**config.mk**
```make
export PLATFORM = sky130hd
export DESIGN_NAME = window_majority_vote_smoother_flat
export DESIGN_NICKNAME = d
export VERILOG_FILES = /design/src/hdl/wmvs_pkg.sv /design/src/hdl/wmvs_req_if.sv /design/src/hdl/wmvs_rsp_if.sv /design/src/hdl/window_majority_vote_smoother.sv /design/src/hdl/wmvs_datapath.sv /design/src/hdl/wmvs_ctrl.sv /design/src/flat_wrapper.sv
export VERILOG_INCLUDE_DIRS = /design/src /design/src/hdl
export SDC_FILE = /design/constraint.sdc
export NUM_CORES = 1
export LEC_CHECK = 0
export BUFFER_PORTS_ARGS = -buffer_cell sky130_fd_sc_hd__clkbuf_2
export CAP_MARGIN = 5
export CORE_ASPECT_RATIO = 0.9
export CORE_UTILIZATION = 45
export CTS_CLUSTER_DIAMETER = 40
export DETAILED_ROUTE_END_ITERATION = 6
export PLACE_DENSITY = 0.74
export SETUP_SLACK_MARGIN = 0.5
export SLEW_MARGIN = 20
export SYNTH_ARGS = -nofsm -noshare
export SYNTH_HDL_FRONTEND = slang
export SYNTH_HIERARCHICAL = 1
export SYNTH_SLANG_ARGS = --single-unit
```
**constraint.sdc**
```tcl
create_clock -name clock -period 4.7 [get_ports clock]
set_clock_uncertainty 0.05 [all_clocks]
set_input_delay 0.94 -clock clock [delete_from_list [all_inputs] [get_ports clock]]
set_output_delay 0.94 -clock clock [all_outputs]
set_load 0.005 [all_outputs]
```
**src/hdl/window_majority_vote_smoother_defines.svh**
```systemverilog
// ----------------------------------------------------------------------------
// Window majority vote smoother: assertion macros
// Short forms for the concurrent checks of the smoother, all clocked on the
// rising edge and switched off while reset is high.
// ----------------------------------------------------------------------------
`ifndef WINDOW_MAJORITY_VOTE_SMOOTHER_DEFINES_SVH
`define WINDOW_MAJORITY_VOTE_SMOOTHER_DEFINES_SVH

// The consequent must hold in the same cycle as the antecedent.
`define WMVS_ASSERT_SAME(label, clk, rst, ante, cons) \
   label: assert property (@(posedge clk) disable iff (rst) (ante) |-> (cons)) \
      else $error("smoother check failed in the same cycle");

// The consequent must hold in the cycle after the antecedent.
`define WMVS_ASSERT_NEXT(label, clk, rst, ante, cons) \
   label: assert property (@(posedge clk) disable iff (rst) (ante) |=> (cons)) \
      else $error("smoother check failed in the following cycle");

`endif

```
**src/hdl/wmvs_pkg.sv**
```systemverilog
// ----------------------------------------------------------------------------
// Window majority vote smoother: package
// Widths, class and outcome codes, the command bundle between controller
// and datapath, and the decision classifier.
// ----------------------------------------------------------------------------
`default_nettype none

package wmvs_pkg;

   localparam int WINDOW_LEN  = 6;
   localparam int LABELS      = 4;
   localparam int CLASS_COUNT = LABELS + 2;

   localparam int KIND_W  = 2;
   localparam int LABEL_W = 2;
   localparam int CLASS_W = $clog2(CLASS_COUNT);
   localparam int COUNT_W = $clog2(WINDOW_LEN + 1);
   localparam int OUT_W   = 2;
   localparam int THR_W   = 3;

   localparam int CSR_ADDR_W = 3;
   localparam int CSR_DATA_W = 32;

   typedef logic [CLASS_W-1:0] class_type;
   typedef logic [COUNT_W-1:0] count_type;

   localparam logic [KIND_W-1:0] KIND_LABEL     = 2'd0;
   localparam logic [KIND_W-1:0] KIND_UNCERTAIN = 2'd1;
   localparam logic [KIND_W-1:0] KIND_ANOMALY   = 2'd2;

   localparam class_type CLASS_UNCERTAIN = CLASS_W'(LABELS);
   localparam class_type CLASS_ANOMALY   = CLASS_W'(LABELS + 1);
   localparam class_type CLASS_LAST      = CLASS_W'(CLASS_COUNT - 1);

   localparam logic [OUT_W-1:0] OUTCOME_LABEL     = 2'd0;
   localparam logic [OUT_W-1:0] OUTCOME_UNCERTAIN = 2'd1;
   localparam logic [OUT_W-1:0] OUTCOME_ANOMALY   = 2'd2;

   localparam logic [0:0]       REG_VOTE_THRESHOLD   = 1'b0;
   localparam logic [THR_W-1:0] VOTE_THRESHOLD_RESET = 3'd4;

   typedef struct packed {
      logic      load_item;
      logic      scan;
      class_type scan_class;
      logic      load_out;
   } dp_cmd_type;

   // Maps one decision to its class; meaningless codes count as uncertain.
   function automatic class_type classify(input logic [KIND_W-1:0]  kind,
                                          input logic [LABEL_W-1:0] label);
      class_type cls;
      cls = CLASS_UNCERTAIN;
      if (kind == KIND_LABEL) begin
         if ({1'b0, label} < (LABEL_W+1)'(LABELS)) begin
            cls = CLASS_W'(label);
         end
      end else if (kind == KIND_ANOMALY) begin
         cls = CLASS_ANOMALY;
      end
      return cls;
   endfunction

endpackage

`default_nettype wire

```
**src/hdl/wmvs_req_if.sv**
```systemverilog
// ----------------------------------------------------------------------------
// Window majority vote smoother: decision channel
// Valid/ready channel carrying one classifier decision per transfer.
// ----------------------------------------------------------------------------
`default_nettype none

interface wmvs_req_if;
   logic                         valid;
   logic                         ready;
   logic [wmvs_pkg::KIND_W-1:0]  reading_kind;
   logic [wmvs_pkg::LABEL_W-1:0] reading_label;

   modport source (output valid, output reading_kind, output reading_label,
                   input ready);
   modport sink   (input valid, input reading_kind, input reading_label,
                   output ready);
endinterface

`default_nettype wire

```
**src/hdl/wmvs_rsp_if.sv**
```systemverilog
// ----------------------------------------------------------------------------
// Window majority vote smoother: result channel
// Valid/ready channel carrying one smoothed vote per transfer.
// ----------------------------------------------------------------------------
`default_nettype none

interface wmvs_rsp_if;
   logic                         valid;
   logic                         ready;
   logic [wmvs_pkg::OUT_W-1:0]   outcome;
   logic [wmvs_pkg::LABEL_W-1:0] winning_label;
   logic [wmvs_pkg::COUNT_W-1:0] winning_count;

   modport source (output valid, output outcome, output winning_label,
                   output winning_count, input ready);
   modport sink   (input valid, input outcome, input winning_label,
                   input winning_count, output ready);
endinterface

`default_nettype wire

```
**src/hdl/window_majority_vote_smoother.sv**
```systemverilog
// ----------------------------------------------------------------------------
// Window majority vote smoother: top level
// Smooths a stream of classifier decisions by a majority vote over the last
// six decisions, with a programmable vote threshold.
// ----------------------------------------------------------------------------
//
//   Channel   Direction   Carries
//   req       in          reading_kind, reading_label
//   rsp       out         outcome, winning_label, winning_count
//   csr       in/out      vote_threshold at byte address 0
//
// A decision is taken in the idle step, the six classes are then scanned one
// per cycle and a final step loads the result. The next decision is taken
// while the result still waits for its transfer. Reset is synchronous and
// leaves the window all uncertain with a threshold of four. A stalled result
// holds the controller in its final step until the register is free.
//
`default_nettype none
`include "window_majority_vote_smoother_defines.svh"

module window_majority_vote_smoother (
   input  wire                                 clock,
   input  wire                                 reset,
   wmvs_req_if.sink                            req,
   wmvs_rsp_if.source                          rsp,
   input  wire                                 csr_psel,
   input  wire                                 csr_penable,
   input  wire                                 csr_pwrite,
   input  wire [wmvs_pkg::CSR_ADDR_W-1:0]      csr_paddr,
   input  wire [wmvs_pkg::CSR_DATA_W-1:0]      csr_pwdata,
   output logic [wmvs_pkg::CSR_DATA_W-1:0]     csr_prdata,
   output logic                                csr_pready
);

   wmvs_pkg::dp_cmd_type         cmd;
   logic [wmvs_pkg::THR_W-1:0]   threshold_ff;
   logic                         csr_write;
   logic                         reg_hit;

   assign csr_pready = 1'b1;
   assign reg_hit    = (csr_paddr[2] == wmvs_pkg::REG_VOTE_THRESHOLD);
   assign csr_write  = csr_psel && csr_penable && csr_pwrite && csr_pready;

   always_ff @(posedge clock) begin
      if (reset) begin
         threshold_ff <= wmvs_pkg::VOTE_THRESHOLD_RESET;
      end else if (csr_write && reg_hit) begin
         threshold_ff <= csr_pwdata[wmvs_pkg::THR_W-1:0];
      end
   end

   assign csr_prdata = reg_hit ? wmvs_pkg::CSR_DATA_W'(threshold_ff) : '0;

   wmvs_ctrl u_ctrl (
      .clock     (clock),
      .reset     (reset),
      .req_valid (req.valid),
      .req_ready (req.ready),
      .rsp_valid (rsp.valid),
      .rsp_ready (rsp.ready),
      .cmd       (cmd)
   );

   wmvs_datapath u_datapath (
      .clock          (clock),
      .reset          (reset),
      .cmd            (cmd),
      .reading_kind   (req.reading_kind),
      .reading_label  (req.reading_label),
      .vote_threshold (threshold_ff),
      .outcome        (rsp.outcome),
      .winning_label  (rsp.winning_label),
      .winning_count  (rsp.winning_count)
   );

   // One decision at a time: after a transfer in, the input side is closed.
   `WMVS_ASSERT_NEXT(a_busy_after_take, clock, reset, req.valid && req.ready, !req.ready)
   // A taken result is not shown again unless a new one was loaded.
   `WMVS_ASSERT_NEXT(a_no_repeat, clock, reset, rsp.valid && rsp.ready && !cmd.load_out, !rsp.valid)
   // Only a confirmed label carries a label index.
   `WMVS_ASSERT_SAME(a_label_zero, clock, reset, rsp.valid && (rsp.outcome != wmvs_pkg::OUTCOME_LABEL), rsp.winning_label == '0)
   // A vote count never exceeds the window length.
   `WMVS_ASSERT_SAME(a_count_range, clock, reset, rsp.valid, rsp.winning_count <= wmvs_pkg::COUNT_W'(wmvs_pkg::WINDOW_LEN))

endmodule

`default_nettype wire

```
**src/hdl/wmvs_datapath.sv**
```systemverilog
// ----------------------------------------------------------------------------
// Window majority vote smoother: datapath
// Decision window shift line, per-class match counter, running best class
// and the result register.
// ----------------------------------------------------------------------------
`default_nettype none

module wmvs_datapath (
   input  wire                            clock,
   input  wire                            reset,
   input  wire wmvs_pkg::dp_cmd_type      cmd,
   input  wire [wmvs_pkg::KIND_W-1:0]     reading_kind,
   input  wire [wmvs_pkg::LABEL_W-1:0]    reading_label,
   input  wire [wmvs_pkg::THR_W-1:0]      vote_threshold,
   output logic [wmvs_pkg::OUT_W-1:0]     outcome,
   output logic [wmvs_pkg::LABEL_W-1:0]   winning_label,
   output logic [wmvs_pkg::COUNT_W-1:0]   winning_count
);

   wmvs_pkg::class_type window_ff [wmvs_pkg::WINDOW_LEN];
   wmvs_pkg::class_type top_class_ff;
   wmvs_pkg::count_type best_count_ff;
   wmvs_pkg::class_type top_class_in;
   wmvs_pkg::count_type best_count_in;
   wmvs_pkg::count_type match_count;

   logic [wmvs_pkg::OUT_W-1:0]   outcome_ff,   outcome_in;
   logic [wmvs_pkg::LABEL_W-1:0] label_ff,     label_in;
   logic [wmvs_pkg::COUNT_W-1:0] count_ff;

   // Number of window entries that hold the class under scan.
   always_comb begin
      match_count = '0;
      for (int i = 0; i < wmvs_pkg::WINDOW_LEN; i++) begin
         match_count = match_count +
                       wmvs_pkg::COUNT_W'(window_ff[i] == cmd.scan_class);
      end
   end

   // Strict greater-than keeps the earliest class on a tie.
   always_comb begin
      top_class_in  = top_class_ff;
      best_count_in = best_count_ff;
      if (cmd.load_item) begin
         top_class_in  = '0;
         best_count_in = '0;
      end else if (cmd.scan && (match_count > best_count_ff)) begin
         top_class_in  = cmd.scan_class;
         best_count_in = match_count;
      end
   end

   always_comb begin
      outcome_in = wmvs_pkg::OUTCOME_UNCERTAIN;
      label_in   = '0;
      if (best_count_ff > wmvs_pkg::COUNT_W'(vote_threshold)) begin
         if (top_class_ff == wmvs_pkg::CLASS_ANOMALY) begin
            outcome_in = wmvs_pkg::OUTCOME_ANOMALY;
         end else if (top_class_ff != wmvs_pkg::CLASS_UNCERTAIN) begin
            outcome_in = wmvs_pkg::OUTCOME_LABEL;
            label_in   = top_class_ff[wmvs_pkg::LABEL_W-1:0];
         end
      end
   end

   always_ff @(posedge clock) begin
      if (reset) begin
         for (int i = 0; i < wmvs_pkg::WINDOW_LEN; i++) begin
            window_ff[i] <= wmvs_pkg::CLASS_UNCERTAIN;
         end
      end else if (cmd.load_item) begin
         for (int i = 0; i < wmvs_pkg::WINDOW_LEN - 1; i++) begin
            window_ff[i] <= window_ff[i+1];
         end
         window_ff[wmvs_pkg::WINDOW_LEN-1] <=
            wmvs_pkg::classify(reading_kind, reading_label);
      end
   end

   always_ff @(posedge clock) begin
      top_class_ff  <= top_class_in;
      best_count_ff <= best_count_in;
      if (cmd.load_out) begin
         outcome_ff <= outcome_in;
         label_ff   <= label_in;
         count_ff   <= best_count_ff;
      end
   end

   assign outcome       = outcome_ff;
   assign winning_label = label_ff;
   assign winning_count = count_ff;

endmodule

`default_nettype wire

```
**src/hdl/wmvs_ctrl.sv**
```systemverilog
// ----------------------------------------------------------------------------
// Window majority vote smoother: controller
// Sequences one decision through the window shift, the class scan and the
// result register, and owns the handshakes of both channels.
// ----------------------------------------------------------------------------
`default_nettype none

module wmvs_ctrl (
   input  wire                        clock,
   input  wire                        reset,
   input  wire                        req_valid,
   output logic                       req_ready,
   output logic                       rsp_valid,
   input  wire                        rsp_ready,
   output wmvs_pkg::dp_cmd_type       cmd
);

   localparam logic [1:0] ST_IDLE  = 2'd0;
   localparam logic [1:0] ST_SCAN  = 2'd1;
   localparam logic [1:0] ST_FINAL = 2'd2;

   logic [1:0]          state_ff, state_in;
   wmvs_pkg::class_type class_ff, class_in;
   logic                out_valid_ff, out_valid_in;
   logic                out_free;

   // The result register may be reloaded once its last result is taken.
   assign out_free = !out_valid_ff || rsp_ready;

   always_comb begin
      state_in       = state_ff;
      class_in       = class_ff;
      cmd.load_item  = 1'b0;
      cmd.scan       = 1'b0;
      cmd.scan_class = class_ff;
      cmd.load_out   = 1'b0;
      req_ready      = 1'b0;
      unique case (state_ff)
         ST_IDLE: begin
            // No transfer is taken while reset is held.
            req_ready = !reset;
            if (req_valid && !reset) begin
               cmd.load_item = 1'b1;
               class_in      = '0;
               state_in      = ST_SCAN;
            end
         end
         ST_SCAN: begin
            cmd.scan = 1'b1;
            class_in = class_ff + 1'b1;
            if (class_ff == wmvs_pkg::CLASS_LAST) begin
               state_in = ST_FINAL;
            end
         end
         ST_FINAL: begin
            if (out_free) begin
               cmd.load_out = 1'b1;
               state_in     = ST_IDLE;
            end
         end
         default: begin
            state_in = ST_IDLE;
         end
      endcase
   end

   always_comb begin
      out_valid_in = out_valid_ff;
      if (cmd.load_out) begin
         out_valid_in = 1'b1;
      end else if (rsp_ready) begin
         out_valid_in = 1'b0;
      end
   end

   always_ff @(posedge clock) begin
      if (reset) begin
         state_ff     <= ST_IDLE;
         class_ff     <= '0;
         out_valid_ff <= 1'b0;
      end else begin
         state_ff     <= state_in;
         class_ff     <= class_in;
         out_valid_ff <= out_valid_in;
      end
   end

   assign rsp_valid = out_valid_ff;

endmodule

`default_nettype wire
```
**src/flat_wrapper.sv**
```systemverilog
// flat-port wrapper written by rule: the top's interface ports become plain ports
module window_majority_vote_smoother_flat 
  (clock, reset, csr_psel, csr_penable, csr_pwrite, csr_paddr, csr_pwdata, csr_prdata, csr_pready, req_valid, req_reading_kind, req_reading_label, req_ready, rsp_valid, rsp_outcome, rsp_winning_label, rsp_winning_count, rsp_ready);
  wmvs_req_if req_i ();
  wmvs_rsp_if rsp_i ();
  input  wire clock;
  input  wire reset;
  input  wire csr_psel;
  input  wire csr_penable;
  input  wire csr_pwrite;
  input  wire [wmvs_pkg::CSR_ADDR_W-1:0] csr_paddr;
  input  wire [wmvs_pkg::CSR_DATA_W-1:0] csr_pwdata;
  output logic [wmvs_pkg::CSR_DATA_W-1:0] csr_prdata;
  output logic csr_pready;
  input wire logic [$bits(req_i.valid)-1:0] req_valid;
  input wire logic [$bits(req_i.reading_kind)-1:0] req_reading_kind;
  input wire logic [$bits(req_i.reading_label)-1:0] req_reading_label;
  output wire logic [$bits(req_i.ready)-1:0] req_ready;
  output wire logic [$bits(rsp_i.valid)-1:0] rsp_valid;
  output wire logic [$bits(rsp_i.outcome)-1:0] rsp_outcome;
  output wire logic [$bits(rsp_i.winning_label)-1:0] rsp_winning_label;
  output wire logic [$bits(rsp_i.winning_count)-1:0] rsp_winning_count;
  input wire logic [$bits(rsp_i.ready)-1:0] rsp_ready;
  assign req_i.valid = req_valid;
  assign req_i.reading_kind = req_reading_kind;
  assign req_i.reading_label = req_reading_label;
  assign req_ready = req_i.ready;
  assign rsp_valid = rsp_i.valid;
  assign rsp_outcome = rsp_i.outcome;
  assign rsp_winning_label = rsp_i.winning_label;
  assign rsp_winning_count = rsp_i.winning_count;
  assign rsp_i.ready = rsp_ready;
  window_majority_vote_smoother u_core (.clock(clock), .reset(reset), .req(req_i), .rsp(rsp_i), .csr_psel(csr_psel), .csr_penable(csr_penable), .csr_pwrite(csr_pwrite), .csr_paddr(csr_paddr), .csr_pwdata(csr_pwdata), .csr_prdata(csr_prdata), .csr_pready(csr_pready));
endmodule
```
Word level (Yosys, flattened, before mapping). Memory sizes are Yosys's and may differ from the RTL's. Cells that the tools add are included.

$add $sub $neg: 6. Order comparisons: 2. Equality and inequality tests: 15. Muxes and demuxes: 32. Bitwise logic cells: 9. Reductions and logical operators: 15.

Operator list (number): 3-bit two-way mux (11); 3-bit == test (6); 1-bit two-way mux (15); 3-bit by 1-bit adder with 3-bit output (3); 2-bit two-way mux (4); 3-bit == test (second input constant) (2); 3-bit > comparator (2); 2-bit inequality test (second input constant) (3); 1-bit OR (6); 2-bit case mux with 3 select lines (1); 3-bit case mux with 2 select lines (1); 1-bit logical AND (5); 2-bit == test (second input constant) (2); 2-bit zero test (2); 2-bit nonzero test (2); 2-bit by 1-bit adder with 3-bit output (1); 3-bit by 1-bit adder with 3-bit output (second input constant) (1); 3-bit inequality test (second input constant) (1); 1-bit inverter (3); 3-bit AND reduction (1); 3-bit OR reduction (1); 1-bit by 1-bit adder with 2-bit output (1); 2-bit by 1-bit == test with 1-bit output (second input constant) (1); 1-bit zero test (2); 2 further kinds (2).

Register bits after elaboration: 22. Bits in writable memories: 18. Bits of input ports: 46. Output and inout port bits: 42. Logic and storage cells: 89. Memories kept: 1.

Memory list: u_core.u_datapath.window_ff (depth 6, width 3, read ports 6, clocked after Yosys merged registers in 0, write ports 6, line wmvs_datapath.sv:20) `wmvs_pkg::class_type window_ff [wmvs_pkg::WINDOW_LEN];`.

Longest topological paths before layout. Gate-level depths: netlist of run 1. An unclocked memory read counts as a cell.

Depth in word-level cells: 9. Mapped depth: 12. Mapped depth without buffers: 11.

Cells and area by module. The synthesis of run 1 kept the hierarchy.

By module, submodules not included: wmvs_datapath (instances 1, cells each 130, area each 1620.3 sq um, sequential area each 870.8 sq um); window_majority_vote_smoother (instances 1, cells each 49, area each 402.9 sq um, sequential area each 60.1 sq um); wmvs_ctrl (instances 1, cells each 33, area each 300.3 sq um, sequential area each 120.1 sq um).

Worst setup path before layout of run 1. No wires, ideal clock.

Path type: register -> register. Start: reg u_core.u_ctrl.class_ff[0]. End: reg u_core.u_datapath.best_count_ff[0]. Library setup time: 72 ps. Data arrival time: 3843 ps. Data required time: 4578 ps. Path slack: 736 ps. Cell stages (with the launch flop): 13. Path buffers: 1. Period minus slack after synthesis: 3964 ps. Path through: dfxtp_1 -> clkbuf_1 -> xor2_1 -> nor3_1 -> fa_1 -> fa_1 -> ha_1 -> fa_1 -> ha_1 -> and2b_1 -> o31ai_1 -> a311oi_4 -> mux2i_1.

Longest elaborated chain between the ends: 8. Elaborated cells between the ends (all ways): 13. Those cells by class: 5 x add/sub; 1 x order compare; 6 x eq/ne; 1 x reduce/logical.

Ends and longest elaborated chain: start: declaration (line wmvs_ctrl.sv:23) `wmvs_pkg::class_type class_ff, class_in;`; start signal: assignment (line wmvs_ctrl.sv:83) `class_ff <= class_in;`; 3-bit == test (line wmvs_datapath.sv:36) `wmvs_pkg::COUNT_W'(window_ff[i] == cmd.scan_class);`; 1-bit by 1-bit adder with 2-bit output (line wmvs_datapath.sv:35) `match_count = match_count +`; 2-bit by 1-bit adder with 3-bit output (line wmvs_datapath.sv:35); 3-bit by 1-bit adder with 3-bit output (2 in series) (line wmvs_datapath.sv:35); 3-bit by 1-bit adder with 3-bit output * (line wmvs_datapath.sv:35); net u_core.u_datapath.match_count[1] (line wmvs_datapath.sv:25) `wmvs_pkg::count_type match_count;`; 3-bit > comparator * (line wmvs_datapath.sv:47) `end else if (cmd.scan && (match_count > best_count_ff)) begin`; 1-bit logical AND * (line wmvs_datapath.sv:47); end signal: assignment (line wmvs_datapath.sv:82) `best_count_ff <= best_count_in;`; end: declaration (line wmvs_datapath.sv:22) `wmvs_pkg::count_type best_count_ff;`.

The timed path passes the listed nets; every way through them passes the cells marked *. A chain may end at the register's enable or synchronous reset.

Final worst setup path of run 1.
Start: reg u_core.u_ctrl.class_ff[2]. End: reg u_core.u_datapath.top_class_ff[1].

Longest elaborated chain between the ends: 8. Elaborated cells between the ends (all ways): 13. Those cells by class: 5 x add/sub; 1 x order compare; 6 x eq/ne; 1 x reduce/logical.

Ends and longest elaborated chain: 3-bit == test (line wmvs_datapath.sv:36); 1-bit by 1-bit adder with 2-bit output (line wmvs_datapath.sv:35); 2-bit by 1-bit adder with 3-bit output (line wmvs_datapath.sv:35); 3-bit by 1-bit adder with 3-bit output (2 in series) (line wmvs_datapath.sv:35); 3-bit by 1-bit adder with 3-bit output * (line wmvs_datapath.sv:35); net u_core.u_datapath.match_count[1] (line wmvs_datapath.sv:25); 3-bit > comparator * (line wmvs_datapath.sv:47); 1-bit logical AND * (line wmvs_datapath.sv:47); end signal: assignment (line wmvs_datapath.sv:81) `top_class_ff <= top_class_in;`; end: declaration (line wmvs_datapath.sv:21) `wmvs_pkg::class_type top_class_ff;`.

Marked as above.

==> results of run 1 <==
==> synthesized netlist by cell type, drive strengths merged (8+ instances only) <==
| cell type | instances |
|---|---|
| xor2 | 18 |
| ha | 9 |
| nor3 | 8 |
| and2 | 13 |
| edfxtp | 25 |
| inv | 10 |
| buf | 33 |
| mux2i | 10 |
| nand2b | 25 |
| nor2 | 9 |
| dfxtp | 15 |
==> worst reg2reg max path: stages (launching register included) <==
cell	delay, ps
dfxtp_2	500
xor2_1	120
nor3_1	320
fa_1	490
fa_1	510
ha_1	220
fa_1	470
ha_1	340
and2b_1	180
o31ai_1	340
a311oi_4	70
buf_4	180
mux2i_1	120
==> metal layers <==
| layer | up-vias | track usage, % | share of wire [%] | routed length [um] |
|---|---|---|---|---|
| li1 | 689 | - | - | - |
| met1 | 654 | 19.61 | 48 | 1751 |
| met2 | 35 | 20.94 | 46 | 1664 |
| met3 | 7 | 5.490 | 4.4 | 160 |
| met4 | 0 | 5.660 | 1.8 | 64 |
| met5 | - | 0 | 0 | 0 |
==> state kept, by name, summed over array words and instances, names as in the netlist <==
register,count
u_core/u_datapath/best_count_ff,3
u_core/u_datapath/window_ff,18
u_core/u_datapath/winning_label,2
u_core/u_ctrl/class_ff,3
u_core/u_datapath/winning_count,3
u_core/u_ctrl/rsp_valid,1
u_core/u_datapath/outcome,2
u_core/threshold_ff,3
u_core/u_datapath/top_class_ff,3
u_core/u_ctrl/state_ff,2
==> metrics by stage <==
step                      cells  setup slack [ps]  hold slack (ps)  power [W]
after floorplan             240             735.5            399.5  0.0004516
after global placement      293             481.7            421.5  0.0004469
after detailed placement    293             420.3            426.2  0.0004492
after CTS                   301             572.3            445.2  0.0007030
after global routing        303             504.4            479.4  0.0007293
final                       303             692.9            446.1  0.0007013
==> layout by cell type (no fill, tap or decap), types with 2 or more instances in the layout <==
cell	count
nand3b_1	2
clkbuf_2	26
dfxtp_1	12
and4b_1	2
dfxtp_2	3
o21ai_0	2
and2_1	13
nor2b_1	3
inv_1	10
nor3_1	7
and2b_2	3
fa_1	3
ha_1	9
and2b_1	2
buf_4	2
nand2b_1	25
conb_1	30
xor2_1	18
edfxtp_1	25
nor2_1	9
mux2i_1	10
clkbuf_8	5
==> logic make-up (layout without fill, tap and decap cells) <==
logic type      Yosys count  count (layout)  share of synthesized area [%]
compound gates           11              11                          4.201
xor+xnor                 18              18                          6.785
fa+ha+maj                12              12                          7.432
buf+inv                  48              46                          13.25
flops                    40              40                          45.23
mux                      10              10                          4.308
other cells               2              30                         0.3232
simple gates             71              71                          18.47
==> report_power, final <==
part / total [W] / leakage, nW / internal (W) / switching [W]
sequential: 0.000391 / 0.358 / 0.000381 / 0.00000956
clock: 0.000259 / 0.0534 / 0.000136 / 0.000122
combinational: 0.0000518 / 0.645 / 0.0000225 / 0.0000293
==> what timing repair did <==
action / 4_1_cts / 5_1_grt
endpoints found under the setup margin: 6 / 6
buffers inserted: 0 / 2
resized for setup: 3 / 1
pin swaps: 0 / 1
==> cell type report <==
cell class,instances,area (um2),share of cell area [%]
clock buffer,7,97.59,3.910
sequential,40,1055,42.26
inverter,10,37.54,1.504
timing repair buffer,28,145.1,5.815
clock inverter,1,5.005,0.2005
multi-input combinational,152,1075,43.06
tap,65,81.33,3.258
==> path summary, 6_finish.rpt <==
| kind | end | from | cells past startpoint |
|---|---|---|---|
| max | u_core/u_datapath/top_class_ff[1] | u_core/u_ctrl/class_ff[2] | 12 |
| min | u_core/u_datapath/top_class_ff[2] | u_core/u_datapath/top_class_ff[2] | 2 |
| max reg2reg | u_core/u_datapath/top_class_ff[1] | u_core/u_ctrl/class_ff[2] | 12 |
| min reg2reg | u_core/u_datapath/top_class_ff[2] | u_core/u_datapath/top_class_ff[2] | 2 |
==> flow_metrics.py, run 1 <==
metrics = {
    "yosys": {
        "ys_warn_count": 6,
        "synth_area_leader_cell": "edfxtp_1",
        "synth_edf_count": 25,
        "yosys-top-cells-area": "edfxtp_1 (32%), dfxtp_1 (13%), buf_4 (10%)",
        "synth_top_area_share_pct": 32.31,
        "async_flop_share_pct": 0,
        "ys_types": 34,
        "yosysSeqAreaShare_pct": 45.23,
        "syn_inst": 212,
        "syn_area_um2": 2323,
        "syn_avg_cell_area_um2": 10.96,
        "synth-seq-cells": 40,
        "ys.flop_type": "edfxtp_1",
    },
    "critical_path": {
        "crit_family": "adder cells",
        "crit_fanout": 11,
        "worst-endpoint-arrival_ps": 4140,
        "critical_path.cell_chain": "xor2_1, nor3_1, fa_1, fa_1, ha_1, fa_1, ha_1, and2b_1, o31ai_1, a311oi_4, buf_4, mux2i_1",
        "start_kind": "flip-flop",
        "worst_setup_path_end_kind": "flip-flop",
        "r2r_setup_slack_ps": 690,
        "cp.required_ps": 4840,
        "path_buf_inv": 1,
        "crit_path_frequent_cell": "fa_1",
        "slowest_delay_ps": 510,
        "worst-setup-path-type": "flip-flop to flip-flop",
        "cp_slowest_cell": "fa_1",
    },
    "finish": {
        "design_area_um2": 2496,
        "fin_nets": 295,
        "post-route-util_pct": 51.00,
        "fill_cells": 452,
        "antennaDiodeCount": 0,
        "area.growth.synth_to_final_pct": 7.431,
        "drive_gt1_share_pct": 18.49,
    },
    "cts": {
        "htreeDepth": 2,
        "clk_pin_slew_worst_paths_ps": 80,
        "cts.path.max_buffers": 2,
        "cts_sinks": 40,
        "cts_tree": "done",
        "clock_latency_ps": 290,
        "ctsHoldBuffers": 0,
        "cts_root_buffer": "clkbuf_8",
        "cts_made_buffers": 5,
    },
    "placement": {
        "gp_congestion": 0.7218,
        "dpl_cell_area_um2": 2370,
        "portBuffers": 26,
        "hpwl_um": 2590,
    },
    "global_routing": {
        "grt_pass1_vias": 1263,
        "grt_pass1_wl_um": 5885,
        "grt_use_total_pct": 14.53,
        "antenna_found_initial": 0,
        "grt_max_degree": 19,
        "gr-total-overflow": 0,
    },
    "flow_run": {
        "cap_violations": 0,
    },
    "floorplanning": {
        "coreArea_um2": 4895,
        "initial_utilization_pct": 47.47,
        "die_area_um2": 5455,
        "die_w_um": 77.74,
        "num_rows": 24,
        "pin_count": 88,
        "die_h_um": 70.17,
    },
    "drt": {
        "postRouteAntennaNets": 0,
        "firstDrtPassIters": 4,
        "viasPerCell": 4.571,
        "vias": 1385,
        "drt_iter0_drc": 51,
        "drc": 0,
        "wl_per_cell_um": 12.02,
        "wirelength_um": 3641,
    },
    "pwr": {
        "p_leak_nw": 1.057,
        "peakVddDrop_uv": 126.0,
        "power.density_nw_per_um2": 280.9,
    },
    "timing": {
        "fin_setup_tns_ps": 0,
        "fmax_mhz": 249.6,
        "relSlewSlack_pct": 38.56,
        "slew_violations": 0,
        "finalSetupViolCount": 0,
        "fin_crit_sh_pct": 85.26,
        "hold_violations": 0,
        "final.min_clock_period_ps": 4007,
        "rsz0062_at_grt": "no",
        "tightest_slew_ps": 919.8,
    },
    "min_path": {
        "hold_class": "flip-flop to flip-flop",
    },
    "status": {
        "status": "complete, no violations",
    },
}
No activity file was read; power rests on OpenSTA's default activity.
==> run 2, diff against run 1 <==
==> constraint.sdc (replaced) <==
create_clock -name clock -period 4.7 [get_ports clock]
set_clock_uncertainty 0.05 [all_clocks]
set_input_delay 0.94 -clock clock [delete_from_list [all_inputs] [get_ports clock]]
set_output_delay 0.94 -clock clock [all_outputs]
set_load 0.1 [all_outputs]
==> flow_metrics.py, run 2 (synthesis results as in run 1) <==
metrics = {
    "finish": {
        "design_area_um2": 2506,
        "area.growth.synth_to_final_pct": 7.862,
        "max_flop_register": "u_core/u_datapath/window_ff",
        "drive_gt1_share_pct": 18.91,
        "final_cell_mix": "conb_1 (30), clkbuf_2 (26), nand2b_1 (25), edfxtp_1 (25), xor2_1 (18)",
        "fin_nets": 295,
        "fill_cells": 441,
        "post-route-util_pct": 51.20,
        "largest_reg_flops": 18,
        "stdcell_count": 303,
        "antennaDiodeCount": 0,
        "final_common_cell": "conb_1",
    },
    "drt": {
        "drc": 0,
        "vias": 1361,
        "viasPerCell": 4.492,
        "wl_per_cell_um": 11.43,
        "postRouteAntennaNets": 0,
        "firstDrtPassIters": 4,
        "wirelength_um": 3464,
        "drt_iter0_drc": 71,
    },
    "placement": {
        "dpl_cell_area_um2": 2375,
        "gp_congestion": 0.7142,
        "portBuffers": 26,
        "hpwl_um": 2551,
        "placed_cells": 293,
    },
    "critical_path": {
        "cp.required_ps": 4830,
        "crit_fanout": 10,
        "start_kind": "flip-flop",
        "r2r_setup_slack_ps": 730,
        "worst-endpoint-arrival_ps": 4100,
        "worst-setup-path-type": "flip-flop to flip-flop",
        "worst_setup_path_end_kind": "flip-flop",
    },
    "cts": {
        "cts_sinks": 40,
        "cts_root_buffer": "clkbuf_8",
        "cts.path.max_buffers": 2,
        "cts_made_buffers": 5,
        "htreeDepth": 2,
        "ctsHoldBuffers": 0,
        "clock_latency_ps": 290,
        "clk_pin_slew_worst_paths_ps": 70,
        "cts_tree": "done",
    },
    "floorplanning": {
        "die_w_um": 77.74,
        "num_rows": 24,
        "coreArea_um2": 4895,
        "die_h_um": 70.17,
        "initial_utilization_pct": 47.47,
        "die_area_um2": 5455,
        "pin_count": 88,
    },
    "timing": {
        "relSlewSlack_pct": 43.53,
        "final.min_clock_period_ps": 3974,
        "fin_crit_sh_pct": 84.55,
        "finalSetupViolCount": 0,
        "slew_violations": 0,
        "rsz0062_at_grt": "no",
        "hold_violations": 0,
        "tightest_slew_ps": 845.3,
        "fin_setup_tns_ps": 0,
        "fmax_mhz": 251.7,
    },
    "global_routing": {
        "antenna_found_initial": 0,
        "grt_max_degree": 19,
        "grt_pass1_vias": 1282,
        "grt_pass1_wl_um": 5865,
        "gr-total-overflow": 0,
        "grt_use_total_pct": 14.22,
    },
    "pwr": {
        "p_leak_nw": 1.061,
        "peakVddDrop_uv": 154.8,
        "power.density_nw_per_um2": 328.4,
    },
    "min_path": {
        "hold_class": "flip-flop to flip-flop",
    },
    "status": {
        "status": "complete, no violations",
    },
    "flow_run": {
        "cap_violations": 0,
    },
}
run 2: worst paths after layout:
path                                                        start                                  to  cells after the start
worst max-delay path                    u_core/u_ctrl/class_ff[0]  u_core/u_datapath/best_count_ff[1]                     12
worst min-delay path            u_core/u_datapath/top_class_ff[2]   u_core/u_datapath/top_class_ff[2]                      2
worst max register to register          u_core/u_ctrl/class_ff[0]  u_core/u_datapath/best_count_ff[1]                     12
worst min register to register  u_core/u_datapath/top_class_ff[2]   u_core/u_datapath/top_class_ff[2]                      2
run 2: area by class of cell:
type / count / area [um2] / share of cell area, %
Inverter: 10 / 37.54 / 1.498
Clock inverter: 2 / 35.03 / 1.398
Timing Repair Buffer: 28 / 145.1 / 5.791
Tap cell: 65 / 81.33 / 3.245
Multi-Input combinational cell: 152 / 1080 / 43.09
Clock buffer: 6 / 72.57 / 2.896
Sequential cell: 40 / 1055 / 42.09
run 2: through the flow:
stage	power, W	setup slack (ps)	hold slack (ps)
2_1_floorplan	0.0005615	735.5	407.1
3_3_place_gp	0.0005554	489.3	424.8
3_5_place_dp	0.0005573	376.0	440.2
4_1_cts	0.0008311	540.0	454.2
5_1_grt	0.0008557	488.6	478.4
6_report	0.0008231	726.3	451.4
run 2: layer usage:
layer | routed length, um | share of wire, % | global-route usage (%) | vias up
met5 | 0 | 0 | 0 | -
met4 | 73 | 2.1 | 6.918 | 0
met3 | 139 | 4.0 | 3.922 | 8
met2 | 1567 | 45 | 22.03 | 34
met1 | 1684 | 49 | 18.24 | 624
li1 | - | - | - | 695
run 2: what timing repair did:
item,4_1_cts,5_1_grt
pin swaps,0,1
setup endpoints to repair,6,6
gates resized for setup,3,1
setup buffers,0,2
run 2: worst max-delay path, stage by stage (launching register included):
cell	delay (ps)
dfxtp_2	510
xor2_1	110
nor3_1	270
fa_1	510
fa_1	490
ha_1	220
fa_1	480
ha_1	340
and2b_1	170
o31ai_1	360
a311oi_4	60
buf_4	180
mux2i_1	120
run 2: where the power goes:
group / internal (W) / total, W / switching (W)
registers: 0.000381 / 0.000391 / 0.00000968
clock network: 0.000157 / 0.000272 / 0.000115
logic: 0.0000226 / 0.000160 / 0.000137
total: 0.000561 / 0.000823 / 0.000262
==> run 3, diff against run 2 <==
==> constraint.sdc (replaced) <==
create_clock -name clock -period 4 [get_ports clock]
set_clock_uncertainty 0.05 [all_clocks]
set_input_delay 0.8 -clock clock [delete_from_list [all_inputs] [get_ports clock]]
set_output_delay 0.8 -clock clock [all_outputs]
set_load 0.1 [all_outputs]
==> flow_metrics.py, run 3 (synthesis results as in run 1) <==
metrics = {
    "placement": {
        "hpwl_um": 2681,
        "placed_cells": 294,
        "pre_cts_ws_ps": 81.27,
        "gp_congestion": 0.7409,
        "portBuffers": 26,
    },
    "floorplanning": {
        "coreArea_um2": 4895,
        "initial_utilization_pct": 47.47,
        "die_area_um2": 5455,
        "die_h_um": 70.17,
        "num_rows": 24,
        "die_w_um": 77.74,
        "pin_count": 88,
    },
    "timing": {
        "holdWs_ps": 445.9,
        "final.min_clock_period_ps": 3682,
        "tightest_slew_ps": 871.7,
        "slew_violations": 0,
        "fmax_mhz": 271.6,
        "relSlewSlack_pct": 41.77,
        "finalSetupViolCount": 0,
        "worst_slack_ps": 317.8,
        "fin_crit_sh_pct": 92.06,
        "hold_violations": 0,
        "rsz0062_at_grt": "yes",
        "fin_setup_tns_ps": 0,
    },
    "drt": {
        "viasPerCell": 4.652,
        "wl_per_cell_um": 12.37,
        "drc": 0,
        "firstDrtPassIters": 4,
        "drt_iter0_drc": 52,
        "postRouteAntennaNets": 0,
        "wirelength_um": 3835,
        "vias": 1442,
    },
    "critical_path": {
        "critical_path.cell_chain": "xor2_1, nor3_2, fa_1, fa_1, ha_2, fa_2, ha_4, and2b_1, o31ai_2, a311oi_4, buf_6, mux2i_1",
        "r2r_setup_slack_ps": 320,
        "cp.required_ps": 4180,
        "crit_fanout": 6,
        "start_kind": "flip-flop",
        "slowest_delay_ps": 520,
        "worst_setup_path_end_kind": "flip-flop",
        "r2r-start": "u_core/u_ctrl/class_ff[0]",
        "critPathLaunch": "u_core/u_ctrl/class_ff[0]",
        "reg2reg_to": "u_core/u_datapath/top_class_ff[0]",
        "crit_path_frequent_cell": "fa_1",
        "worst-setup-path-type": "flip-flop to flip-flop",
        "r2r_cells": 12,
        "worst-endpoint-arrival_ps": 3860,
        "cp_slowest_cell": "fa_1",
    },
    "cts": {
        "cts_root_buffer": "clkbuf_8",
        "cts.path.max_buffers": 2,
        "clock_latency_ps": 300,
        "cts_sinks": 40,
        "cts_made_buffers": 5,
        "cts_tree": "done",
        "ctsHoldBuffers": 0,
        "htreeDepth": 2,
        "clk_pin_slew_worst_paths_ps": 80,
    },
    "global_routing": {
        "grt_pass1_wl_um": 6196,
        "grt_max_degree": 19,
        "gr-total-overflow": 0,
        "grt_use_total_pct": 15.24,
        "grt_pass1_vias": 1378,
        "antenna_found_initial": 0,
    },
    "finish": {
        "final_cell_mix": "conb_1 (30), clkbuf_2 (26), nand2b_1 (25), edfxtp_1 (25), xor2_1 (18)",
        "final_common_cell": "conb_1",
        "max_flop_register": "u_core/u_datapath/window_ff",
        "stdcell_count": 310,
        "area.growth.synth_to_final_pct": 10.77,
        "fill_cells": 461,
        "drive_gt1_share_pct": 23.27,
        "antennaDiodeCount": 0,
        "largest_reg_flops": 18,
        "fin_nets": 302,
    },
    "pwr": {
        "pwr-share-comb_pct": 21.5,
        "switchingPower_w": 0.0003180,
        "power_frac_clock_pct": 28.7,
        "intPower_w": 0.0005986,
        "power.density_nw_per_um2": 356.1,
        "seqPwrFrac_pct": 49.8,
        "peakVddDrop_uv": 208.5,
        "switching_share_pct": 34.69,
        "p_leak_nw": 1.081,
    },
    "min_path": {
        "hold_class": "flip-flop to flip-flop",
        "timing.hold.worst_endpoint": "u_core/threshold_ff[0]",
        "hold_depth": 2,
        "min-delay-start": "u_core/threshold_ff[0]",
    },
    "status": {
        "status": "complete, no violations",
    },
    "flow_run": {
        "cap_violations": 0,
    },
}
[run 3: cell types whose count changed in the layout (fill, tap and decap cells not counted), sizes merged]
| cell | delta |
|---|---|
| buf | +7 |
| bufinv | -1 |
| clkinvlp | +1 |
[run 3: final cells by class]
type,count,area [um2],area share [%]
repair buffers,35,198.9,7.730
clock buffers,6,72.57,2.820
clock inverters,2,11.26,0.4375
inverters,10,37.54,1.458
flip-flops and latches,40,1060,41.18
multi-input cells,152,1112,43.22
well taps,65,81.33,3.160
[run 3: metal layers]
layer	wire (um)	track usage (%)
met2	1868	25.76
met4	63	5.660
met1	1669	17.54
met3	233	5.621
met5	0	0
[run 3: worst max-delay path by stage]
| stage | to | slack, ps | cells after the start |
|---|---|---|---|
| after global placement | u_core/u_datapath/best_count_ff[0] | 180 | 11 |
| after detailed placement | u_core/u_datapath/top_class_ff[0] | 80 | 11 |
| final | u_core/u_datapath/top_class_ff[0] | 320 | 12 |
| after global routing | u_core/u_datapath/best_count_ff[1] | 120 | 12 |
| after floorplan | u_core/u_datapath/best_count_ff[0] | 370 | 12 |
| after CTS | u_core/u_datapath/top_class_ff[0] | 260 | 12 |
[run 3: critical path: cells and delay by family (launching register included)]
family | cells | cell delay [ps]
AOI/OAI and AO/OA | 2 | 330
xor gates and xnor gates | 1 | 170
adders and majority gates | 5 | 1900
buffers and inverters | 1 | 180
DFF | 1 | 380
muxes | 1 | 190
and+or+nand+nor | 2 | 390
[run 3: what timing repair did]
| item | in CTS | in global routing |
|---|---|---|
| setup endpoints to repair | 6 | 6 |
| setup buffers | 4 | 4 |
| pin swaps | 4 | 3 |
| gates resized for setup | 5 | 0 |
[run 3: metrics by stage]
stage                     power (W)  util (%)  instance area, um2
final                     0.0009166     52.58                2574
after global routing      0.0009527     52.58                2574
after CTS                 0.0009199     52.02                2546
after detailed placement  0.0006584     49.44                2420
after global placement    0.0006555     49.44                2420
after floorplan           0.0006638         -                2501
[run 3: power by group through the flow]
stage	registers (W)	logic, W	clock network (W)
4_1_cts	0.000458	0.000192	0.000270
6_report	0.000456	0.000197	0.000263
3_5_place_dp	0.000468	0.000190	0
2_1_floorplan	0.000463	0.000200	0
5_1_grt	0.000458	0.000205	0.000289
3_3_place_gp	0.000468	0.000188	0
